File: config.mk
export PLATFORM = sky130hd
export DESIGN_NAME = media_frame_deframer_top_flat
export DESIGN_NICKNAME = d
export VERILOG_FILES = /design/src/sv/mfd_pkg.sv /design/src/sv/mfd_if.sv /design/src/sv/media_frame_deframer_top.sv /design/src/sv/mfd_cfg_regs.sv /design/src/sv/mfd_in_stage.sv /design/src/sv/mfd_hunt.sv /design/src/sv/mfd_out_stage.sv /design/src/flat_wrapper.sv
export SDC_FILE = /design/constraint.sdc
export NUM_CORES = 1
export LEC_CHECK = 0
export ABC_AREA = 1
export ABC_CLOCK_PERIOD_IN_PS = 16900
export BUFFER_PORTS_ARGS = -buffer_cell sky130_fd_sc_hd__buf_2
export CORE_ASPECT_RATIO = 1.75
export CORE_MARGIN = 1.5
export CORE_UTILIZATION = 60
export CTS_BUF_LIST = sky130_fd_sc_hd__clkbuf_4 sky130_fd_sc_hd__clkbuf_8
export CTS_CLUSTER_SIZE = 20
export DETAILED_ROUTE_END_ITERATION = 16
export PLACE_DENSITY_LB_ADDON = 0.2
export SLEW_MARGIN = 0
export SYNTH_ARGS = -nofsm -noshare
export SYNTH_HDL_FRONTEND = slang
export SYNTH_HIERARCHICAL = 1
export SYNTH_SLANG_ARGS = --single-unit
File: constraint.sdc
create_clock -name i_clk -period 16.9 [get_ports i_clk]
set_input_delay 3.38 -clock i_clk [delete_from_list [all_inputs] [get_ports i_clk]]
set_output_delay 3.38 -clock i_clk [all_outputs]
set_load 0.01 [all_outputs]
File: src/sv/mfd_pkg.sv
// Package with the shared types, codes and constants of the media frame deframer.
package mfd_pkg;

    localparam int LENGTH_BITS_DEF = 21;
    localparam int HDR_BYTES = 16;
    localparam int FILL_W = $clog2(HDR_BYTES);
    localparam int CFG_INDEX_W = 4;
    localparam int CFG_DATA_W = 21;
    localparam int MAX_LENGTH_W = 21;
    localparam int RESYNC_W = 16;
    localparam int TIMESTAMP_W = 64;
    localparam int HDR_LENGTH_W = 32;
    localparam logic [MAX_LENGTH_W-1:0] MAX_LENGTH_RESET = 21'd4096;

    localparam logic [CFG_INDEX_W-1:0] REG_MAGIC_FIRST = 4'd0;
    localparam logic [CFG_INDEX_W-1:0] REG_MAGIC_SECOND = 4'd1;
    localparam logic [CFG_INDEX_W-1:0] REG_FORMAT_VERSION = 4'd2;
    localparam logic [CFG_INDEX_W-1:0] REG_MAX_LENGTH = 4'd3;

    typedef enum logic [1:0] {
        KIND_HEADER = 2'd0,
        KIND_PAYLOAD = 2'd1,
        KIND_TOO_LARGE = 2'd2
    } t_kind;

    typedef struct packed {
        logic [7:0] magic_first;
        logic [7:0] magic_second;
        logic [7:0] format_version;
        logic [MAX_LENGTH_W-1:0] max_length;
    } t_cfg;

    typedef struct packed {
        logic has_result;
        t_kind kind;
        logic last;
    } t_res_ctrl;

endpackage

File: src/sv/mfd_if.sv
// Channel interfaces of the media frame deframer: received bytes, configuration and results.
interface mfd_byte_if;
    logic valid;
    logic ready;
    logic [7:0] rx_byte;

    modport source(output valid, output rx_byte, input ready);
    modport sink(input valid, input rx_byte, output ready);
endinterface

interface mfd_cfg_if;
    logic valid;
    logic ready;
    logic [mfd_pkg::CFG_INDEX_W-1:0] index;
    logic [mfd_pkg::CFG_DATA_W-1:0] data;

    modport source(output valid, output index, output data, input ready);
    modport sink(input valid, input index, input data, output ready);
endinterface

interface mfd_result_if #(
    parameter int LENGTH_BITS = mfd_pkg::LENGTH_BITS_DEF
);
    logic valid;
    logic ready;
    logic [1:0] kind;
    logic [7:0] payload_byte;
    logic [LENGTH_BITS-1:0] frame_length;
    logic [mfd_pkg::TIMESTAMP_W-1:0] timestamp;
    logic [7:0] frame_flags;
    logic last;
    logic [mfd_pkg::RESYNC_W-1:0] resync_total;

    modport source(
        output valid, output kind, output payload_byte, output frame_length,
        output timestamp, output frame_flags, output last, output resync_total,
        input ready
    );
    modport sink(
        input valid, input kind, input payload_byte, input frame_length,
        input timestamp, input frame_flags, input last, input resync_total,
        output ready
    );
endinterface

File: src/sv/media_frame_deframer_top.sv
// Top level of the media frame deframer: byte input, configuration writes and frame results.
//
// Received bytes enter on i_rx, one per transaction. The block hunts for a 16-byte header
// (two magic bytes, version, flags, 32-bit length, 64-bit timestamp, all little-endian) and
// then passes the payload bytes through on o_res, the final one marked last. A header with
// a length above max_length gives a single too-large result instead.
// Configuration writes arrive on i_cfg, register index and data per transaction, and are
// always accepted; they are meant to be written while the block is idle.
// A taken byte waits in the input register, where the header and payload logic reads it;
// its result, if any, is loaded into the result register when that register can advance.
// One byte per cycle is sustained while o_res.ready stays high, set by the input register
// and result register pair with the header and payload logic between them.
// Reset clears the header fill, the payload count, the resync counter and both stages, and
// loads the register reset values. When the receiver stalls, the result register holds its
// result, the input register keeps its byte or takes one if empty, and i_rx.ready goes low.
module media_frame_deframer_top #(
    parameter int LENGTH_BITS = mfd_pkg::LENGTH_BITS_DEF
) (
    input  logic         i_clk,
    input  logic         i_rst_n,
    mfd_byte_if.sink     i_rx,
    mfd_cfg_if.sink      i_cfg,
    mfd_result_if.source o_res
);

    mfd_pkg::t_cfg                   w_cfg;
    mfd_pkg::t_res_ctrl              w_ctrl;
    logic                            w_advance;
    logic                            w_fire;
    logic [7:0]                      w_byte;
    logic [7:0]                      w_payload_byte;
    logic [LENGTH_BITS-1:0]          w_frame_length;
    logic [mfd_pkg::TIMESTAMP_W-1:0] w_timestamp;
    logic [7:0]                      w_frame_flags;
    logic [mfd_pkg::RESYNC_W-1:0]    w_resync_total;

    assign i_cfg.ready = 1'b1;

    mfd_cfg_regs u_cfg_regs (
        .i_clk      (i_clk),
        .i_rst_n    (i_rst_n),
        .i_wr_en    (i_cfg.valid),
        .i_wr_index (i_cfg.index),
        .i_wr_data  (i_cfg.data),
        .o_cfg      (w_cfg)
    );

    mfd_in_stage u_in_stage (
        .i_clk     (i_clk),
        .i_rst_n   (i_rst_n),
        .i_valid   (i_rx.valid),
        .i_byte    (i_rx.rx_byte),
        .o_ready   (i_rx.ready),
        .i_advance (w_advance),
        .o_fire    (w_fire),
        .o_byte    (w_byte)
    );

    mfd_hunt #(
        .LENGTH_BITS (LENGTH_BITS)
    ) u_hunt (
        .i_clk          (i_clk),
        .i_rst_n        (i_rst_n),
        .i_fire         (w_fire),
        .i_byte         (w_byte),
        .i_cfg          (w_cfg),
        .o_ctrl         (w_ctrl),
        .o_payload_byte (w_payload_byte),
        .o_frame_length (w_frame_length),
        .o_timestamp    (w_timestamp),
        .o_frame_flags  (w_frame_flags),
        .o_resync_total (w_resync_total)
    );

    mfd_out_stage #(
        .LENGTH_BITS (LENGTH_BITS)
    ) u_out_stage (
        .i_clk          (i_clk),
        .i_rst_n        (i_rst_n),
        .i_fire         (w_fire),
        .i_ctrl         (w_ctrl),
        .i_payload_byte (w_payload_byte),
        .i_frame_length (w_frame_length),
        .i_timestamp    (w_timestamp),
        .i_frame_flags  (w_frame_flags),
        .i_resync_total (w_resync_total),
        .i_ready        (o_res.ready),
        .o_advance      (w_advance),
        .o_valid        (o_res.valid),
        .o_kind         (o_res.kind),
        .o_payload_byte (o_res.payload_byte),
        .o_frame_length (o_res.frame_length),
        .o_timestamp    (o_res.timestamp),
        .o_frame_flags  (o_res.frame_flags),
        .o_last         (o_res.last),
        .o_resync_total (o_res.resync_total)
    );

endmodule

File: src/sv/mfd_cfg_regs.sv
// Configuration register file of the media frame deframer.
module mfd_cfg_regs (
    input  logic                             i_clk,
    input  logic                             i_rst_n,
    input  logic                             i_wr_en,
    input  logic [mfd_pkg::CFG_INDEX_W-1:0]  i_wr_index,
    input  logic [mfd_pkg::CFG_DATA_W-1:0]   i_wr_data,
    output mfd_pkg::t_cfg                    o_cfg
);

    mfd_pkg::t_cfg r_cfg;
    mfd_pkg::t_cfg n_cfg;

    always_comb begin
        n_cfg = r_cfg;
        if (i_wr_en) begin
            unique case (i_wr_index)
                mfd_pkg::REG_MAGIC_FIRST:    n_cfg.magic_first = i_wr_data[7:0];
                mfd_pkg::REG_MAGIC_SECOND:   n_cfg.magic_second = i_wr_data[7:0];
                mfd_pkg::REG_FORMAT_VERSION: n_cfg.format_version = i_wr_data[7:0];
                mfd_pkg::REG_MAX_LENGTH:
                    n_cfg.max_length = i_wr_data[mfd_pkg::MAX_LENGTH_W-1:0];
                default: n_cfg = r_cfg;
            endcase
        end
    end

    always_ff @(posedge i_clk) begin
        if (!i_rst_n) begin
            r_cfg.magic_first <= 8'd0;
            r_cfg.magic_second <= 8'd0;
            r_cfg.format_version <= 8'd0;
            r_cfg.max_length <= mfd_pkg::MAX_LENGTH_RESET;
        end else begin
            r_cfg <= n_cfg;
        end
    end

    assign o_cfg = r_cfg;

endmodule

File: src/sv/mfd_in_stage.sv
// Input register stage that holds one received byte for the header and payload logic.
module mfd_in_stage (
    input  logic       i_clk,
    input  logic       i_rst_n,
    input  logic       i_valid,
    input  logic [7:0] i_byte,
    output logic       o_ready,
    input  logic       i_advance,
    output logic       o_fire,
    output logic [7:0] o_byte
);

    logic       r_valid;
    logic [7:0] r_byte;

    assign o_ready = !r_valid || i_advance;
    assign o_fire = r_valid && i_advance;
    assign o_byte = r_byte;

    always_ff @(posedge i_clk) begin
        if (!i_rst_n) begin
            r_valid <= 1'b0;
        end else if (o_ready) begin
            r_valid <= i_valid;
        end
    end

    always_ff @(posedge i_clk) begin
        if (o_ready && i_valid) begin
            r_byte <= i_byte;
        end
    end

endmodule

File: src/sv/mfd_hunt.sv
// Header collection, resynchronization and payload counting of the media frame deframer.
module mfd_hunt #(
    parameter int LENGTH_BITS = mfd_pkg::LENGTH_BITS_DEF
) (
    input  logic                             i_clk,
    input  logic                             i_rst_n,
    input  logic                             i_fire,
    input  logic [7:0]                       i_byte,
    input  mfd_pkg::t_cfg                    i_cfg,
    output mfd_pkg::t_res_ctrl               o_ctrl,
    output logic [7:0]                       o_payload_byte,
    output logic [LENGTH_BITS-1:0]           o_frame_length,
    output logic [mfd_pkg::TIMESTAMP_W-1:0]  o_timestamp,
    output logic [7:0]                       o_frame_flags,
    output logic [mfd_pkg::RESYNC_W-1:0]     o_resync_total
);

    localparam int FillW = mfd_pkg::FILL_W;
    localparam int LenW = mfd_pkg::HDR_LENGTH_W;
    localparam logic [LenW-1:0] LenMask = {LenW{1'b1}} >> (LenW - LENGTH_BITS);
    localparam logic [FillW-1:0] FillLast = FillW'(mfd_pkg::HDR_BYTES - 1);

    logic [7:0]                   r_store [mfd_pkg::HDR_BYTES];
    logic [FillW-1:0]             r_fill;
    logic [FillW-1:0]             n_fill;
    logic [LENGTH_BITS-1:0]       r_payload_left;
    logic [LENGTH_BITS-1:0]       n_payload_left;
    logic [mfd_pkg::RESYNC_W-1:0] r_resync;
    logic [mfd_pkg::RESYNC_W-1:0] n_resync;

    logic [7:0]             w_view [mfd_pkg::HDR_BYTES];
    logic                   w_resync;
    logic                   w_slide;
    logic [LenW-1:0]        w_len;
    logic [LenW-1:0]        w_max;
    logic [LENGTH_BITS-1:0] w_clipped;

    always_comb begin
        for (int i = 0; i < mfd_pkg::HDR_BYTES; i++) begin
            w_view[i] = (r_fill == FillW'(i)) ? i_byte : r_store[i];
        end
    end

    assign w_len = {w_view[7], w_view[6], w_view[5], w_view[4]};
    assign w_max = LenW'(i_cfg.max_length) & LenMask;
    assign w_clipped = (w_len > LenMask) ? LenMask[LENGTH_BITS-1:0] : w_len[LENGTH_BITS-1:0];

    always_comb begin
        n_fill = r_fill;
        n_payload_left = r_payload_left;
        w_resync = 1'b0;
        w_slide = 1'b0;
        o_ctrl.has_result = 1'b0;
        o_ctrl.kind = mfd_pkg::KIND_PAYLOAD;
        o_ctrl.last = 1'b0;
        o_payload_byte = 8'd0;
        o_frame_length = '0;
        o_timestamp = '0;
        o_frame_flags = 8'd0;
        if (r_payload_left != '0) begin
            n_payload_left = r_payload_left - LENGTH_BITS'(1);
            o_ctrl.has_result = 1'b1;
            o_ctrl.kind = mfd_pkg::KIND_PAYLOAD;
            o_ctrl.last = (n_payload_left == '0);
            o_payload_byte = i_byte;
        end else if (w_view[0] != i_cfg.magic_first) begin
            n_fill = '0;
            w_resync = 1'b1;
        end else if (r_fill != '0 && w_view[1] != i_cfg.magic_second) begin
            w_slide = 1'b1;
            n_fill = (w_view[1] == i_cfg.magic_first) ? FillW'(1) : FillW'(0);
            w_resync = 1'b1;
        end else if (r_fill != FillLast) begin
            n_fill = r_fill + FillW'(1);
        end else begin
            n_fill = '0;
            if (w_view[2] != i_cfg.format_version) begin
                w_resync = 1'b1;
            end else if (w_len > w_max) begin
                o_ctrl.has_result = 1'b1;
                o_ctrl.kind = mfd_pkg::KIND_TOO_LARGE;
                o_ctrl.last = 1'b1;
                o_frame_length = w_clipped;
            end else begin
                n_payload_left = w_clipped;
                o_ctrl.has_result = 1'b1;
                o_ctrl.kind = mfd_pkg::KIND_HEADER;
                o_ctrl.last = (w_clipped == '0);
                o_frame_length = w_clipped;
                o_frame_flags = w_view[3];
                o_timestamp = {w_view[15], w_view[14], w_view[13], w_view[12],
                               w_view[11], w_view[10], w_view[9], w_view[8]};
            end
        end
    end

    assign n_resync = (w_resync && r_resync != {mfd_pkg::RESYNC_W{1'b1}})
                    ? r_resync + mfd_pkg::RESYNC_W'(1) : r_resync;
    assign o_resync_total = n_resync;

    always_ff @(posedge i_clk) begin
        if (!i_rst_n) begin
            r_fill <= '0;
            r_payload_left <= '0;
            r_resync <= '0;
        end else if (i_fire) begin
            r_fill <= n_fill;
            r_payload_left <= n_payload_left;
            r_resync <= n_resync;
        end
    end

    always_ff @(posedge i_clk) begin
        if (i_fire && r_payload_left == '0) begin
            r_store[r_fill] <= i_byte;
            if (w_slide) begin
                r_store[0] <= w_view[1];
            end
        end
    end

endmodule

File: src/sv/mfd_out_stage.sv
// Result register stage that holds one result until the receiver takes it.
module mfd_out_stage #(
    parameter int LENGTH_BITS = mfd_pkg::LENGTH_BITS_DEF
) (
    input  logic                             i_clk,
    input  logic                             i_rst_n,
    input  logic                             i_fire,
    input  mfd_pkg::t_res_ctrl               i_ctrl,
    input  logic [7:0]                       i_payload_byte,
    input  logic [LENGTH_BITS-1:0]           i_frame_length,
    input  logic [mfd_pkg::TIMESTAMP_W-1:0]  i_timestamp,
    input  logic [7:0]                       i_frame_flags,
    input  logic [mfd_pkg::RESYNC_W-1:0]     i_resync_total,
    input  logic                             i_ready,
    output logic                             o_advance,
    output logic                             o_valid,
    output logic [1:0]                       o_kind,
    output logic [7:0]                       o_payload_byte,
    output logic [LENGTH_BITS-1:0]           o_frame_length,
    output logic [mfd_pkg::TIMESTAMP_W-1:0]  o_timestamp,
    output logic [7:0]                       o_frame_flags,
    output logic                             o_last,
    output logic [mfd_pkg::RESYNC_W-1:0]     o_resync_total
);

    logic                            r_valid;
    mfd_pkg::t_kind                  r_kind;
    logic [7:0]                      r_payload_byte;
    logic [LENGTH_BITS-1:0]          r_frame_length;
    logic [mfd_pkg::TIMESTAMP_W-1:0] r_timestamp;
    logic [7:0]                      r_frame_flags;
    logic                            r_last;
    logic [mfd_pkg::RESYNC_W-1:0]    r_resync_total;
    logic                            w_load;

    assign o_advance = !r_valid || i_ready;
    assign w_load = o_advance && i_fire && i_ctrl.has_result;

    always_ff @(posedge i_clk) begin
        if (!i_rst_n) begin
            r_valid <= 1'b0;
        end else if (o_advance) begin
            r_valid <= i_fire && i_ctrl.has_result;
        end
    end

    always_ff @(posedge i_clk) begin
        if (w_load) begin
            r_kind <= i_ctrl.kind;
            r_last <= i_ctrl.last;
            r_payload_byte <= i_payload_byte;
            r_frame_length <= i_frame_length;
            r_timestamp <= i_timestamp;
            r_frame_flags <= i_frame_flags;
            r_resync_total <= i_resync_total;
        end
    end

    assign o_valid = r_valid;
    assign o_kind = r_kind;
    assign o_payload_byte = r_payload_byte;
    assign o_frame_length = r_frame_length;
    assign o_timestamp = r_timestamp;
    assign o_frame_flags = r_frame_flags;
    assign o_last = r_last;
    assign o_resync_total = r_resync_total;

endmodule

File: src/flat_wrapper.sv
// flat-port wrapper written by rule: the top's interface ports become plain ports
module media_frame_deframer_top_flat 
#(
    parameter int LENGTH_BITS = mfd_pkg::LENGTH_BITS_DEF
)
  (i_clk, i_rst_n, i_rx_valid, i_rx_rx_byte, i_rx_ready, i_cfg_valid, i_cfg_index, i_cfg_data, i_cfg_ready, o_res_valid, o_res_kind, o_res_payload_byte, o_res_frame_length, o_res_timestamp, o_res_frame_flags, o_res_last, o_res_resync_total, o_res_ready);
  mfd_byte_if i_rx_i ();
  mfd_cfg_if i_cfg_i ();
  mfd_result_if #(.LENGTH_BITS(LENGTH_BITS)) o_res_i ();
  input  logic i_clk;
  input  logic i_rst_n;
  input wire logic [$bits(i_rx_i.valid)-1:0] i_rx_valid;
  input wire logic [$bits(i_rx_i.rx_byte)-1:0] i_rx_rx_byte;
  output wire logic [$bits(i_rx_i.ready)-1:0] i_rx_ready;
  input wire logic [$bits(i_cfg_i.valid)-1:0] i_cfg_valid;
  input wire logic [$bits(i_cfg_i.index)-1:0] i_cfg_index;
  input wire logic [$bits(i_cfg_i.data)-1:0] i_cfg_data;
  output wire logic [$bits(i_cfg_i.ready)-1:0] i_cfg_ready;
  output wire logic [$bits(o_res_i.valid)-1:0] o_res_valid;
  output wire logic [$bits(o_res_i.kind)-1:0] o_res_kind;
  output wire logic [$bits(o_res_i.payload_byte)-1:0] o_res_payload_byte;
  output wire logic [$bits(o_res_i.frame_length)-1:0] o_res_frame_length;
  output wire logic [$bits(o_res_i.timestamp)-1:0] o_res_timestamp;
  output wire logic [$bits(o_res_i.frame_flags)-1:0] o_res_frame_flags;
  output wire logic [$bits(o_res_i.last)-1:0] o_res_last;
  output wire logic [$bits(o_res_i.resync_total)-1:0] o_res_resync_total;
  input wire logic [$bits(o_res_i.ready)-1:0] o_res_ready;
  assign i_rx_i.valid = i_rx_valid;
  assign i_rx_i.rx_byte = i_rx_rx_byte;
  assign i_rx_ready = i_rx_i.ready;
  assign i_cfg_i.valid = i_cfg_valid;
  assign i_cfg_i.index = i_cfg_index;
  assign i_cfg_i.data = i_cfg_data;
  assign i_cfg_ready = i_cfg_i.ready;
  assign o_res_valid = o_res_i.valid;
  assign o_res_kind = o_res_i.kind;
  assign o_res_payload_byte = o_res_i.payload_byte;
  assign o_res_frame_length = o_res_i.frame_length;
  assign o_res_timestamp = o_res_i.timestamp;
  assign o_res_frame_flags = o_res_i.frame_flags;
  assign o_res_last = o_res_i.last;
  assign o_res_resync_total = o_res_i.resync_total;
  assign o_res_i.ready = o_res_ready;
  media_frame_deframer_top #(.LENGTH_BITS(LENGTH_BITS)) u_core (.i_clk(i_clk), .i_rst_n(i_rst_n), .i_rx(i_rx_i), .i_cfg(i_cfg_i), .o_res(o_res_i));
endmodule
## Word level (Yosys, flattened, before mapping)

Memories as Yosys holds them, arrays and structs flattened. A register that Yosys moved wholly into a read port is not among the register bits.
Cells that the tools add are included.

| word-level totals | value |
|---|---|
| register bits | 144 |
| latch bits | 0 |
| RAM bits | 128 |
| memory bits (read-only) | 0 |
| bits of input ports | 38 |
| output and inout port bits | 123 |
| word-level logic and storage cells | 107 |
| memories kept | 1 |

Memories:

| memory | depth | bits a word | read ports | clocked after Yosys merged registers in | wr ports | line | text |
|---|---|---|---|---|---|---|---|
| u_core.u_hunt.r_store | 16 | 8 | 16 | 9 | 2 | mfd_hunt.sv:23 | `logic [7:0] r_store [mfd_pkg::HDR_BYTES];` |

| cells by class | value |
|---|---|
| add/sub/neg operators | 3 |
| multiply operators | 0 |
| divide/modulo/power cells | 0 |
| order comparisons | 2 |
| equality and inequality tests | 20 |
| shift operators | 0 |
| multiplexer cells | 38 |
| bitwise logic cells | 1 |
| reductions and logical operators | 27 |

Operators with widths:

| kind | number |
|---|---|
| 21-bit two-way mux | 7 |
| 21-bit logical NOT | 3 |
| 8-bit two-way mux | 7 |
| 32-bit by 21-bit greater-than comparator with 1-bit output | 1 |
| 32-bit by 21-bit greater-than comparator with 1-bit output, second input constant | 1 |
| 4-bit two-way mux | 8 |
| 8-bit != test | 3 |
| 21-bit nonzero test | 1 |
| 21-bit by 1-bit subtractor with 21-bit output, second input constant | 1 |
| 16-bit by 1-bit adder with 16-bit output, second input constant | 1 |
| 4-bit by 3-bit == test with 1-bit output, second input constant | 4 |
| 16-bit two-way mux | 1 |
| 16-bit != test, second input constant | 1 |
| 1-bit two-way mux | 14 |
| 4-bit by 2-bit == test with 1-bit output, second input constant | 3 |
| 2-bit != test, second input constant | 5 |
| 2-bit AND reduction | 5 |
| 4-bit by 1-bit == test with 1-bit output, second input constant | 2 |
| 8-bit == test | 1 |
| 1-bit logical AND | 8 |
| 4-bit logical NOT | 2 |
| 6-bit AND reduction | 1 |
| 6-bit OR reduction | 1 |
| 5-bit OR reduction | 1 |
| other kinds (7) | 9 |

## Logic depth before layout (Yosys ltp)

| logic depth | value |
|---|---|
| depth after elaboration | 12 |
| gate-level depth with buffers | 25 |
| mapped depth without buffers | 22 |

## Modules after synthesis

Netlist, hierarchy kept.

By module, submodules not included:

| module | instances | cells each | area each (µm²) | sequential area each (µm²) |
|---|---|---|---|---|
| mfd_hunt | 1 | 1447 | 10676.5 | 4664.5 |
| mfd_out_stage | 1 | 127 | 3654.8 | 3623.5 |
| mfd_cfg_regs | 1 | 365 | 2263.4 | 900.9 |
| mfd_in_stage | 1 | 17 | 299.0 | 260.2 |
| media_frame_deframer_top | 1 | 2 | 11.3 | 0.0 |

## Least setup slack after synthesis

Ideal clock, no wire load.

| timing path | value |
|---|---|
| kind | input-to-reg |
| from | input port o_res_ready |
| to | register u_core.u_out_stage.r_frame_flags[0] (netlist: u_core/u_out_stage/o_frame_flags[0]) (read register of u_core.u_hunt.r_store), enable pin |
| library setup time | 0.639 ns |
| arrival time | 9.557 ns |
| required time | 16.261 ns |
| path slack | 6.704 ns |
| cell stages on the path | 6 |
| buffers on the path | 0 |
| cells stage by stage | inv_2 nand2_2 nand2_1 inv_1 nand2_1 a21oi_1 |

| on the way | value |
|---|---|
| longest elaborated chain between the ends | 4 |

RTL lines:

| item | line | text |
|---|---|---|
| from (decl) | flat_wrapper.sv:27 | `input wire logic [$bits(o_res_i.ready)-1:0] o_res_ready;` |
| 1-bit logical OR | mfd_out_stage.sv:36 | `assign o_advance = !r_valid \|\| i_ready;` |
| via u_core.w_advance | media_frame_deframer_top.sv:28 | `logic w_advance;` |
| 1-bit logical AND | mfd_in_stage.sv:17 | `assign o_fire = r_valid && i_advance;` |
| via u_core.w_fire | media_frame_deframer_top.sv:29 | `logic w_fire;` |
| 1-bit logical AND (2 in a row) | mfd_out_stage.sv:37 | `assign w_load = o_advance && i_fire && i_ctrl.has_result;` |
| via u_core.u_out_stage.w_load | mfd_out_stage.sv:34 | `logic w_load;` |
| to (decl) | mfd_out_stage.sv:31 | `logic [7:0] r_frame_flags;` |

The timed path passes the listed nets, and every way through them passes these cells.
A chain may end at the register's enable or synchronous reset.

## Worst setup path after layout

| timing path | value |
|---|---|
| from | input port o_res_ready |
| to | output port i_rx_ready |

| on the way | value |
|---|---|
| longest elaborated chain between the ends | 2 |

RTL lines:

| item | line | text |
|---|---|---|
| 1-bit logical OR | mfd_out_stage.sv:36 |  |
| via u_core.w_advance | media_frame_deframer_top.sv:28 |  |
| 1-bit logical OR | mfd_in_stage.sv:16 | `assign o_ready = !r_valid \|\| i_advance;` |
| to (decl) | flat_wrapper.sv:14 | `output wire logic [$bits(i_rx_i.ready)-1:0] i_rx_ready;` |

The timed path passes the listed nets, and every way through them passes these cells.

==> impl_metrics.tcl <==
set metrics [dict create \
    drtPass1Iterations 5 \
    vias 13400 \
    core_sq_um 27900 \
    fin_nets 2156 \
    syn_nets 2023 \
    ys_seq_area_share_pct 55.9 \
    powerDensity_nw_per_um2 86.7 \
    core.rowCount 81 \
    cts.sinks 344 \
    synth_area_sq_um 16900 \
    reg2reg_to "u_core/u_out_stage/o_frame_flags[1]" \
    initial_utilization_pct 60.7 \
    grt_max_degree 73 \
    p_leak_uw 0.00849 \
    cts_max_level 2 \
    setup_viol 0 \
    gp_congestion 0.920 \
    io_buffer_count 159 \
    ant_nets 0 \
    ys.warnings.count 6 \
    pwr-share-seq_pct 56.7 \
    synth_cell_types 43 \
    worst-endpoint-arrival_ns 3.90 \
    skew_ns 0.0314 \
    drtIter0Drc 897 \
    hold_slack_ns 0.475 \
    cts_setup_buffers 0 \
    hold_buffers 0 \
    cts_resized 0 \
    hold_end "u_core/u_hunt/r_payload_left[19]" \
    synth_edf_count 256 \
    maxSlewViolCount 0 \
    clkPwrFrac_pct 38.5 \
    p_int_uw 1260 \
    root_buffer "clkbuf_8" \
    grt_usage_pct 28.0 \
    synthDominantCellAreaShare_pct 45.5 \
    synthTopCellsByArea "edfxtp_1 45%, dfxtp_1 10%, nand2_1 9.9%" \
    grt_pass1_vias 12500 \
    worstHoldStart "u_core/u_hunt/r_payload_left[19]" \
    multi_input_area_sq_um 6000 \
    seq_area_sq_um 9450 \
    critical_path.max_fanout 3 \
    hold_violations 0 \
    synth_top_area_cell "edfxtp_1" \
    grt-ovfl-total 0 \
    p_sw_uw 369 \
    area_growth_pct 10.9 \
    required_ns 13.52 \
    synth_area_per_cell_sq_um 8.63 \
    cap_viol_max_count 0 \
    pwr-share-comb_pct 4.7 \
    tightestPinTransition_ns 1.08 \
    nFillCells 2247 \
    swShare_pct 22.7 \
    drive_gt1_share_pct 13.3 \
    drt-total-wl_um 40500 \
    clk_latency_ns 0.60 \
    vias_per_cell 5.37 \
    reg2reg_from "u_core/u_hunt/r_fill[0]" \
    synthCells 1958 \
    worstSetupStartpointType "input pin" \
    cts.clk_slew.worst_paths_ns 0.07 \
    placed_area_sq_um 17800 \
    synthArstFlopShare_pct 0 \
    cts_buffers 46 \
    ys_ff_latch 344 \
    die_w_um 130 \
    timing.final.crit_share_pct 43.1 \
    worstHoldPathType "register to register" \
    fin_area_sq_um 18700 \
    dpl.hpwl_um 27100 \
    wire_per_inst_um 16.2 \
    drc 0 \
    ys.flop_type "edfxtp_1" \
    rrSetupSlack_ns 11.83 \
    ir_drop_mv 0.0612 \
    cts_tree "built" \
    hold_depth 2 \
    fmax_ghz 0.137 \
    endpoint_kind "output port" \
    antenna_found_initial 0 \
    reg2reg_depth 16 \
    outcome "complete, no violations" \
    min_period_ns 7.28 \
    die_height_um 225 \
    n_antenna_cell 0 \
    clockBufferDepth 3 \
    setup_tns_ns 0 \
    io-pin-count 161 \
    die-area_sq_um 29200 \
    critical_path_class "input pin to output port" \
    max-slew-margin-rel_pct 27.7 \
    grt_pass1_wl_um 62900 \
    rsz0062_at_grt "no" \
]
-- how the worst max path moves through the flow --
stage | start | cells after the start | slack [ns] | endpoint
2_1_floorplan | o_res_ready | 6 | 6.70 | u_core/u_out_stage/o_frame_flags[0]
3_3_place_gp | o_res_ready | 6 | 9.62 | i_rx_ready
3_5_place_dp | o_res_ready | 6 | 9.62 | i_rx_ready
4_1_cts | o_res_ready | 6 | 9.62 | i_rx_ready
5_1_grt | o_res_ready | 6 | 9.58 | i_rx_ready
6_report | o_res_ready | 6 | 9.62 | i_rx_ready
-- final cells by class --
cell class | count | area share (%)
Clock inverter | 24 | 0.788
Inverter | 268 | 5.37
Clock buffer | 61 | 4.21
Timing Repair Buffer | 171 | 4.73
Tap cell | 373 | 2.49
Multi-Input combinational cell | 1260 | 32.0
Sequential cell | 344 | 50.4
-- registers in the layout (all words and copies together) (netlist names) --
signal,flops
u_core/u_out_stage/o_kind,2
u_core/u_cfg_regs/o_cfg,45
u_core/u_out_stage/o_payload_byte,8
u_core/u_hunt/r_payload_left,21
u_core/u_out_stage/o_last,1
u_core/u_out_stage/o_timestamp,64
u_core/u_in_stage/r_valid,1
u_core/u_hunt/r_fill,4
u_core/u_out_stage/o_frame_flags,8
u_core/u_hunt/r_store,128
u_core/u_in_stage/o_byte,8
u_core/u_hunt/r_resync,16
u_core/u_out_stage/o_frame_length,21
u_core/u_out_stage/o_resync_total,16
u_core/u_out_stage/o_valid,1
-- through the flow --
| step | worst slack (ns) | cells | utilization, % | total power, uW |
|---|---|---|---|---|
| after CTS | 9.62 | 2501 | 67.3 | 1640 |
| after global routing | 9.58 | 2501 | 67.3 | 1680 |
| after floorplan | 6.70 | 1958 | - | 985 |
| after detailed placement | 9.62 | 2416 | 63.9 | 1020 |
| after global placement | 9.62 | 2416 | 63.9 | 1010 |
| final | 9.62 | 2501 | 67.3 | 1620 |
-- kinds of logic (layout without fill, tap and decap cells) --
family | after synthesis | in the layout | share of synthesized area [%]
AND/OR/NAND/NOR | 1003 | 1003 | 25.4
buffers and inverters | 354 | 524 | 8.70
flip-flops | 344 | 344 | 55.9
AO/OA/AOI/OAI | 187 | 187 | 5.72
XOR/XNOR | 37 | 37 | 1.92
adder cells (fa/ha/maj) | 27 | 27 | 2.00
multiplexers | 5 | 5 | 0.296
other | 1 | 1 | 0.0222
-- synthesized netlist by cell type (all sizes together), types with 27 or more instances --
cell type	number
inv	264
a21oi	115
nand4	63
edfxtp	256
nand3	136
o21ai	66
nand2	452
xor2	32
clkbuf	41
buf	45
dfxtp	88
nor2	309
ha	27
-- layout by cell type, fill, tap and decap left out, types with 3 or more instances in the layout --
cell type,count
nand3_2,4
nand2_1,445
a21oi_1,112
buf_2,159
edfxtp_1,256
nor2_1,304
or2_2,5
o21ai_0,55
nor3_1,18
clkbuf_4,8
inv_2,6
ha_1,27
nand3_1,132
clkinv_1,12
o21ai_1,11
nor4_1,6
nand2_2,5
xnor2_1,5
nand4_1,61
dfxtp_1,88
nor3_2,3
xor2_1,32
mux2i_1,5
clkinv_2,11
clkbuf_8,53
inv_1,258
buf_4,12
nand3b_1,10
-- routing by layer --
| layer | wire length [um] | global-route usage, % | up-vias |
|---|---|---|---|
| met5 | 0 | 0 | - |
| met4 | 2200 | 16.7 | 0 |
| met3 | 2550 | 3.80 | 150 |
| met2 | 20400 | 49.0 | 521 |
| met1 | 15400 | 32.2 | 6110 |
| li1 | - | - | 6645 |
-- power groups by stage --
stage | Combinational, uW | Clock, uW | Sequential (uW)
global placement | 74.0 | 0 | 940
CTS | 76.1 | 637 | 922
floorplan | 45.4 | 0 | 939
detailed placement | 75.7 | 0 | 940
finish | 76.8 | 626 | 922
global route | 84.2 | 672 | 922
-- worst max-delay path, stage by stage --
cell	delay, ns
buf_2	0.10
inv_2	0.07
nand2_2	0.07
inv_1	0.09
nand2_2	0.06
buf_2	0.13
(Power assumes the default switching activity.)
